### config.mk
export PLATFORM = sky130hd
export DESIGN_NAME = morse_symbol_decoder
export DESIGN_NICKNAME = d
export VERILOG_FILES = /design/src/rtl/msd_pkg.sv /design/src/rtl/morse_symbol_decoder.sv /design/src/rtl/msd_front.sv /design/src/rtl/msd_queue.sv /design/src/rtl/msd_back.sv
export SDC_FILE = /design/constraint.sdc
export NUM_CORES = 1
export LEC_CHECK = 0
export BUFFER_PORTS_ARGS = -buffer_cell sky130_fd_sc_hd__buf_2
export CAP_MARGIN = 0
export CELL_PAD_IN_SITES_DETAIL_PLACEMENT = 1
export CELL_PAD_IN_SITES_GLOBAL_PLACEMENT = 1
export CORE_MARGIN = 3
export CORE_UTILIZATION = 43
export CTS_BUF_LIST = sky130_fd_sc_hd__clkbuf_16
export CTS_CLUSTER_SIZE = 28
export DETAILED_ROUTE_END_ITERATION = 8
export HOLD_SLACK_MARGIN = 0.12
export MAX_ROUTING_LAYER = met4
export PLACE_DENSITY = 0.85
export SETUP_SLACK_MARGIN = 0.15
export SYNTH_ARGS = -nofsm -noshare
export SYNTH_HDL_FRONTEND = slang
export SYNTH_SLANG_ARGS = --single-unit
export TNS_END_PERCENT = 1
### constraint.sdc
create_clock -name aclk -period 4.5 [get_ports aclk]
set_clock_uncertainty 0.1 [all_clocks]
set_input_delay 1.125 -clock aclk [delete_from_list [all_inputs] [get_ports aclk]]
set_output_delay 1.125 -clock aclk [all_outputs]
set_load 0.05 [all_outputs]
### src/rtl/msd_pkg.sv
package msd_pkg;

    // symbol kinds on the input tuser
    localparam logic [1:0] SYM_DOT      = 2'd0;
    localparam logic [1:0] SYM_DASH     = 2'd1;
    localparam logic [1:0] SYM_WORD_END = 2'd2;

    // configuration register indexes
    localparam logic CFG_AUTO_GAP_ENABLE = 1'b0;
    localparam logic CFG_GAP_THRESHOLD   = 1'b1;

    localparam logic [31:0] GAP_THRESHOLD_RESET = 32'd1000000;

    // letter length marks
    localparam logic [2:0] MAX_LETTER_LEN = 3'd5;
    localparam logic [2:0] LONG_MARK      = 3'd6;

    localparam logic [6:0] UNKNOWN_CHAR = 7'h3F;

    // closed letter handed from the front to the back
    typedef struct packed {
        logic [4:0] code_bits;
        logic [2:0] code_length;
        logic       word_end;
    } letter_cmd_t;

    // itu code to ascii, bit i of bits is symbol i, 1 for dash
    function automatic logic [6:0] decode_letter(input logic [2:0] len,
                                                 input logic [4:0] bits);
        logic [6:0] ch;
        ch = UNKNOWN_CHAR;
        case ({len, bits})
            {3'd2, 5'h02}: ch = 7'h41; // A
            {3'd4, 5'h01}: ch = 7'h42; // B
            {3'd4, 5'h05}: ch = 7'h43; // C
            {3'd3, 5'h01}: ch = 7'h44; // D
            {3'd1, 5'h00}: ch = 7'h45; // E
            {3'd4, 5'h04}: ch = 7'h46; // F
            {3'd3, 5'h03}: ch = 7'h47; // G
            {3'd4, 5'h00}: ch = 7'h48; // H
            {3'd2, 5'h00}: ch = 7'h49; // I
            {3'd4, 5'h0E}: ch = 7'h4A; // J
            {3'd3, 5'h05}: ch = 7'h4B; // K
            {3'd4, 5'h02}: ch = 7'h4C; // L
            {3'd2, 5'h03}: ch = 7'h4D; // M
            {3'd2, 5'h01}: ch = 7'h4E; // N
            {3'd3, 5'h07}: ch = 7'h4F; // O
            {3'd4, 5'h06}: ch = 7'h50; // P
            {3'd4, 5'h0B}: ch = 7'h51; // Q
            {3'd3, 5'h02}: ch = 7'h52; // R
            {3'd3, 5'h00}: ch = 7'h53; // S
            {3'd1, 5'h01}: ch = 7'h54; // T
            {3'd3, 5'h04}: ch = 7'h55; // U
            {3'd4, 5'h08}: ch = 7'h56; // V
            {3'd3, 5'h06}: ch = 7'h57; // W
            {3'd4, 5'h09}: ch = 7'h58; // X
            {3'd4, 5'h0D}: ch = 7'h59; // Y
            {3'd4, 5'h03}: ch = 7'h5A; // Z
            {3'd5, 5'h1F}: ch = 7'h30; // 0
            {3'd5, 5'h1E}: ch = 7'h31; // 1
            {3'd5, 5'h1C}: ch = 7'h32; // 2
            {3'd5, 5'h18}: ch = 7'h33; // 3
            {3'd5, 5'h10}: ch = 7'h34; // 4
            {3'd5, 5'h00}: ch = 7'h35; // 5
            {3'd5, 5'h01}: ch = 7'h36; // 6
            {3'd5, 5'h03}: ch = 7'h37; // 7
            {3'd5, 5'h07}: ch = 7'h38; // 8
            {3'd5, 5'h0F}: ch = 7'h39; // 9
            default:       ch = UNKNOWN_CHAR;
        endcase
        return ch;
    endfunction

endpackage

### src/rtl/morse_symbol_decoder.sv
// channel  direction  data                          sideband
// s_       in         tdata[31:0] idle_us           tuser[1:0] symbol
// m_       out        tdata[6:0] char_code, [7] 0   tlast word_end
// cfg_     in         index 0 auto_gap_enable, 1 gap_threshold_us
//
// one symbol per cycle while s_tready is high; a letter closed by a symbol goes
// through the queue write, then the output register, before it shows on m_
// aresetn is synchronous; it clears letter state, queue and output valid and resets config registers
// a stall on m_ fills the two-entry letter queue, then drops s_tready
module morse_symbol_decoder #(
    parameter int MAX_WORD_SYMBOLS = 30
) (
    input  logic        aclk,
    input  logic        aresetn,
    input  logic        cfg_wr_en,
    input  logic        cfg_wr_addr,
    input  logic [31:0] cfg_wr_data,
    input  logic        s_tvalid,
    output logic        s_tready,
    input  logic [31:0] s_tdata,   // idle_us
    input  logic [1:0]  s_tuser,   // symbol
    output logic        m_tvalid,
    input  logic        m_tready,
    output logic [7:0]  m_tdata,   // char_code, zero pad bit
    output logic        m_tlast    // word_end
);
    import msd_pkg::*;

    logic        q_full, q_not_empty, q_pop, cmd_push;
    letter_cmd_t push_cmd, head_cmd;

    assign s_tready = !q_full;

    msd_front #(
        .MAX_WORD_SYMBOLS(MAX_WORD_SYMBOLS)
    ) u_front (
        .aclk       (aclk),
        .aresetn    (aresetn),
        .cfg_wr_en  (cfg_wr_en),
        .cfg_wr_addr(cfg_wr_addr),
        .cfg_wr_data(cfg_wr_data),
        .sym_accept (s_tvalid && s_tready),
        .symbol     (s_tuser),
        .idle_us    (s_tdata),
        .cmd_push   (cmd_push),
        .cmd        (push_cmd)
    );

    msd_queue u_queue (
        .aclk     (aclk),
        .aresetn  (aresetn),
        .push     (cmd_push),
        .push_cmd (push_cmd),
        .full     (q_full),
        .pop      (q_pop),
        .not_empty(q_not_empty),
        .head_cmd (head_cmd)
    );

    msd_back u_back (
        .aclk     (aclk),
        .aresetn  (aresetn),
        .cmd_valid(q_not_empty),
        .cmd      (head_cmd),
        .cmd_pop  (q_pop),
        .m_tvalid (m_tvalid),
        .m_tready (m_tready),
        .m_tdata  (m_tdata),
        .m_tlast  (m_tlast)
    );

endmodule

### src/rtl/msd_front.sv
module msd_front #(
    parameter int MAX_WORD_SYMBOLS = 30
) (
    input  logic                 aclk,
    input  logic                 aresetn,
    input  logic                 cfg_wr_en,
    input  logic                 cfg_wr_addr,
    input  logic [31:0]          cfg_wr_data,
    input  logic                 sym_accept,
    input  logic [1:0]           symbol,
    input  logic [31:0]          idle_us,
    output logic                 cmd_push,
    output msd_pkg::letter_cmd_t cmd
);
    import msd_pkg::*;

    localparam int CNT_W = $clog2(MAX_WORD_SYMBOLS + 1);

    logic             auto_gap_reg;
    logic [31:0]      threshold_reg;
    logic [4:0]       bits_reg, bits_next;
    logic [2:0]       len_reg, len_next;
    logic [CNT_W-1:0] wcnt_reg, wcnt_next;

    logic       gap_close;
    logic [4:0] cur_bits;
    logic [2:0] cur_len;
    logic       word_full;

    // configuration registers
    always_ff @(posedge aclk) begin
        if (!aresetn) begin
            auto_gap_reg  <= 1'b0;
            threshold_reg <= GAP_THRESHOLD_RESET;
        end else if (cfg_wr_en) begin
            case (cfg_wr_addr)
                CFG_AUTO_GAP_ENABLE: auto_gap_reg  <= cfg_wr_data[0];
                CFG_GAP_THRESHOLD:   threshold_reg <= cfg_wr_data;
                default:             ;
            endcase
        end
    end

    assign word_full = (wcnt_reg >= CNT_W'(MAX_WORD_SYMBOLS));
    assign gap_close = auto_gap_reg && (idle_us > threshold_reg) && (len_reg != 3'd0);

    // letter as it stands after a gap close
    assign cur_bits = gap_close ? 5'd0 : bits_reg;
    assign cur_len  = gap_close ? 3'd0 : len_reg;

    // classify the symbol, push any letter it closes and update the letter under construction
    always_comb begin
        bits_next = bits_reg;
        len_next  = len_reg;
        wcnt_next = wcnt_reg;
        cmd_push  = 1'b0;
        cmd.code_bits   = bits_reg;
        cmd.code_length = len_reg;
        cmd.word_end    = 1'b0;
        if (sym_accept) begin
            case (symbol)
                SYM_WORD_END: begin
                    cmd_push     = 1'b1;
                    cmd.word_end = 1'b1;
                    bits_next    = 5'd0;
                    len_next     = 3'd0;
                    wcnt_next    = '0;
                end
                SYM_DOT, SYM_DASH: begin
                    if (!word_full) begin
                        cmd_push = gap_close;
                        if (cur_len < MAX_LETTER_LEN) begin
                            bits_next = cur_bits |
                                        (5'((symbol == SYM_DASH)) << cur_len);
                            len_next  = cur_len + 3'd1;
                        end else begin
                            bits_next = cur_bits;
                            len_next  = LONG_MARK;
                        end
                        wcnt_next = wcnt_reg + CNT_W'(1);
                    end
                end
                default: ;
            endcase
        end
    end

    always_ff @(posedge aclk) begin
        if (!aresetn) begin
            bits_reg <= 5'd0;
            len_reg  <= 3'd0;
            wcnt_reg <= '0;
        end else begin
            bits_reg <= bits_next;
            len_reg  <= len_next;
            wcnt_reg <= wcnt_next;
        end
    end

endmodule

### src/rtl/msd_queue.sv
module msd_queue (
    input  logic                 aclk,
    input  logic                 aresetn,
    input  logic                 push,
    input  msd_pkg::letter_cmd_t push_cmd,
    output logic                 full,
    input  logic                 pop,
    output logic                 not_empty,
    output msd_pkg::letter_cmd_t head_cmd
);
    import msd_pkg::*;

    letter_cmd_t mem [2];
    logic        wr_ptr_reg, rd_ptr_reg;
    logic [1:0]  count_reg;

    assign full      = (count_reg == 2'd2);
    assign not_empty = (count_reg != 2'd0);
    assign head_cmd  = mem[rd_ptr_reg];

    // storage
    always_ff @(posedge aclk) begin
        if (push) begin
            mem[wr_ptr_reg] <= push_cmd;
        end
    end

    // pointers and fill count
    always_ff @(posedge aclk) begin
        if (!aresetn) begin
            wr_ptr_reg <= 1'b0;
            rd_ptr_reg <= 1'b0;
            count_reg  <= 2'd0;
        end else begin
            if (push) begin
                wr_ptr_reg <= ~wr_ptr_reg;
            end
            if (pop) begin
                rd_ptr_reg <= ~rd_ptr_reg;
            end
            case ({push, pop})
                2'b10:   count_reg <= count_reg + 2'd1;
                2'b01:   count_reg <= count_reg - 2'd1;
                default: count_reg <= count_reg;
            endcase
        end
    end

endmodule

### src/rtl/msd_back.sv
module msd_back (
    input  logic                 aclk,
    input  logic                 aresetn,
    input  logic                 cmd_valid,
    input  msd_pkg::letter_cmd_t cmd,
    output logic                 cmd_pop,
    output logic                 m_tvalid,
    input  logic                 m_tready,
    output logic [7:0]           m_tdata,
    output logic                 m_tlast
);
    import msd_pkg::*;

    logic       valid_reg;
    logic [6:0] char_reg;
    logic       last_reg;

    // take the next letter when the output register is free or draining
    assign cmd_pop = cmd_valid && (!valid_reg || m_tready);

    always_ff @(posedge aclk) begin
        if (!aresetn) begin
            valid_reg <= 1'b0;
        end else if (!valid_reg || m_tready) begin
            valid_reg <= cmd_valid;
        end
    end

    // decode into the output register
    always_ff @(posedge aclk) begin
        if (cmd_pop) begin
            char_reg <= decode_letter(cmd.code_length, cmd.code_bits);
            last_reg <= cmd.word_end;
        end
    end

    assign m_tvalid = valid_reg;
    assign m_tdata  = {1'b0, char_reg};
    assign m_tlast  = last_reg;

endmodule

==> metrics.txt <==
outcome complete, no violations; Syn Inst Count roughly 520; CP Capture Type flip-flop; CP required between 4 and 5 ns; RSZ-0062 raised after global routing false; VDD IR max between 200 and 300 uV; sequential area share after synthesis 39.1%; Pre-antenna DRT Iters 4; detailed placer's ending HPWL 9180 um; fraction of power consumed by sequential logic slightly below 40%; cts repair resizes 0; Die H 110 um; post-CTS setup buffers 0; Reg-to-Reg End u_queue.count_reg[1]; Overall Global Routing Usage 22.7%; Yosys Warn Count 0; Final period util 79.1%; RR Startpoint u_front.threshold_reg[5]; most instantiated cells after synthesis nand2_1 (101), dfxtp_1 (52), inv_1 (42), ha_1 (36), a21boi_0 (27); CTS tree yes; WP data arrival ~3.7 ns; later-pin clock latency in the skew report between 0.3 and 0.4 ns; Reg clk slew, reported paths 0.06 ns; Die Width ~110 um; Clock Power Share 32.8%; Largest register FFs 32; CP max stage delay roughly 0.46 ns; Gate power share ~28%; Post-synth EDFFs 26; Final setup viols 0; routed via count around 4000; fin nets 700; initial core utilization between 40% and 50%; WHS Path Cells 0; area delta synth->final 17.1%; grt ovf 0; Total Die Area around 0.012 mm2; Yosys reg bits 78; Min Hold Slack approximately 0.36 ns; Detailed Route Iter0 Violations 195; GP Congestion around 0.86; sw frac between 30% and 40%; delay-heaviest family, CP compound AO/OA/AOI/OAI gates; total negative slack 0 ns; Final Max Tran Viols 0; WL final 12500 um; Post-synth top flop dfxtp_1; # rows 37; cell repeated most along the worst path ha_1; CTS Hold Bufs 0; antenna violations before repair 0; number of routed nets with antenna violations 0; first-pass GRT wire length approximately 21000 um; Slowest cell on crit path o41a_1; Hold Vio Cnt, Final 0; Antenna diodes 0; most frequent cell after synthesis nand2_1; Core Region around 0.010 mm2; hold_sp u_front.bits_reg[1]; Worst R2R Path Depth 12; post-synth cell types 76; share of the synthesized area in the top cell type 22.4%; drt via density ~5.5; H-tree depth 3; Async S/R FF share, synth 0%; fraction of layout cells with a size suffix above 1 between 20% and 30%; crit path cell chain buf_2, ha_1, a21o_1, nand3_1, a211oi_1, o41a_1, o31ai_4, nand2b_1, and2_1, ha_1, or3_1, a21boi_0; fin util 52.4%; post-synthesis cell area 0.00466 mm2; P per Cell Area a little over 400 mW/mm2; DRC 0; Buf+Inv Stages, Crit Path 1; WHS Endpoint u_queue.mem[1][5]; P_leak between 2 and 2.5 nW; vias in the first global route about 4200; Psw about 0.76 mW; clock root buffer clkbuf_16; Post-Syn Nets slightly above 600; dominant cell type by area after synthesis dfxtp_1; number of CTS-inserted buffers 9; Rel. slew slack between 30% and 40%; Cell Int Power ~1.5 mW; Max Buffers Root-to-Sink 2; WL per Instance between 15 and 20 um; top cells by area, synth dfxtp_1 (22%), edfxtp_1 (17%), ha_1 (9.7%), nand2_1 (8.1%), a21boi_0 (4.4%); Max Freq around 280 MHz; fin crit period 3.56 ns; largest net degree at the start of global routing between 40 and 50; io pins 83; WS Path Type input port to flip-flop; Slew @ Worst Pin about 0.9 ns; Max Cap Viol 0; Port Buffers 81; mean post-synth cell area about 9.0 um2; Critical Path Start Type input port; fin area ~0.0055 mm2; worst hold path class flip-flop to flip-flop; setup slack, reg-to-reg around 1.5 ns; crit-path max FO 3; Placement Cell Area ~0.0052 mm2; clock sinks between 70 and 80
-- cell families after synthesis --
logic type	Yosys count	share of synthesized area, %
AOI/OAI and AO/OA	128	21.3
xor gates and xnor gates	6	1.13
adders and majority gates	36	9.67
buffers and inverters	62	5.91
DFF	78	39.1
muxes	3	0.779
other	1	0.0805
and+or+nand+nor	201	22.0
-- stage by stage --
step | std cells | power, mW | worst slack [ns]
finish | 733 | 2.26 | 0.942
global route | 733 | 2.39 | 0.780
CTS | 733 | 2.28 | 0.941
detailed placement | 717 | 1.52 | 0.614
global placement | 717 | 1.49 | 0.728
floorplan | 515 | 1.36 | 0.772
-- routing by layer --
metal / track usage, % / vias to the layer above / part of all wire (%)
li1: - / 1991 / -
met1: 28.1 / 1925 / 46
met2: 37.5 / 85 / 48
met3: 4.02 / 19 / 4.0
met4: 7.57 / 0 / 1.8
met5: - / - / 0
-- layout by cell type (no fill, tap or decap), types with 4 or more instances in the layout --
cell type and count:
nand2_1 101, buf_2 81, dfxtp_1 52, inv_1 44, ha_1 36, a21boi_0 27, edfxtp_1 26, a21oi_1 23
nor2_1 17, o21ai_0 16, and2_1 15, nand3_1 14, nand4_1 11, o211ai_1 10, clkbuf_16 10, nor2b_1 6
nor3_1 5, nand2b_1 5, buf_4 5, a32o_1 4, a21o_1 4, xor2_1 4
-- power by group through the flow --
stage	Clock (mW)	Combinational [mW]	Sequential, mW
2_1_floorplan	0	0.424	0.939
3_3_place_gp	0	0.594	0.896
3_5_place_dp	0	0.616	0.902
4_1_cts	0.760	0.625	0.891
5_1_grt	0.795	0.689	0.904
6_report	0.741	0.624	0.892
-- worst reg2reg max path, stage by stage, from the launching register on --
cell and delay (ns):
dfxtp_1 0.33, inv_1 0.05, ha_1 0.29, a21o_1 0.17, nand3_1 0.09, a211oi_1 0.09, o41a_1 0.46, o31ai_4 0.27
nand2b_1 0.17, and2_1 0.15, ha_1 0.26, or3_1 0.35, a21boi_0 0.18
-- layout make-up --
cell class,instances,area [um2]
Clock buffer,10,250
Sequential cell,78,1820
Multi-Input combinational cell,375,2560
Clock inverter,6,52.6
Tap cell,136,170
Inverter,42,158
Timing Repair Buffer,86,443
Fill cell,1272,4960
-- how the worst max path moves through the flow --
stage                    start              endpoint  slack [ns]  depth (start not counted)
floorplan           s_tdata[5]  u_queue.count_reg[1]        0.77                         12
global placement    s_tdata[1]  u_queue.count_reg[1]        0.73                         12
detailed placement  s_tdata[1]  u_queue.count_reg[1]        0.61                         12
CTS                 s_tdata[5]  u_queue.count_reg[1]        0.94                         12
global route        s_tdata[5]  u_queue.count_reg[1]        0.78                         12
finish              s_tdata[5]  u_queue.count_reg[1]        0.94                         12
Power figures use the tool's default switching activity.
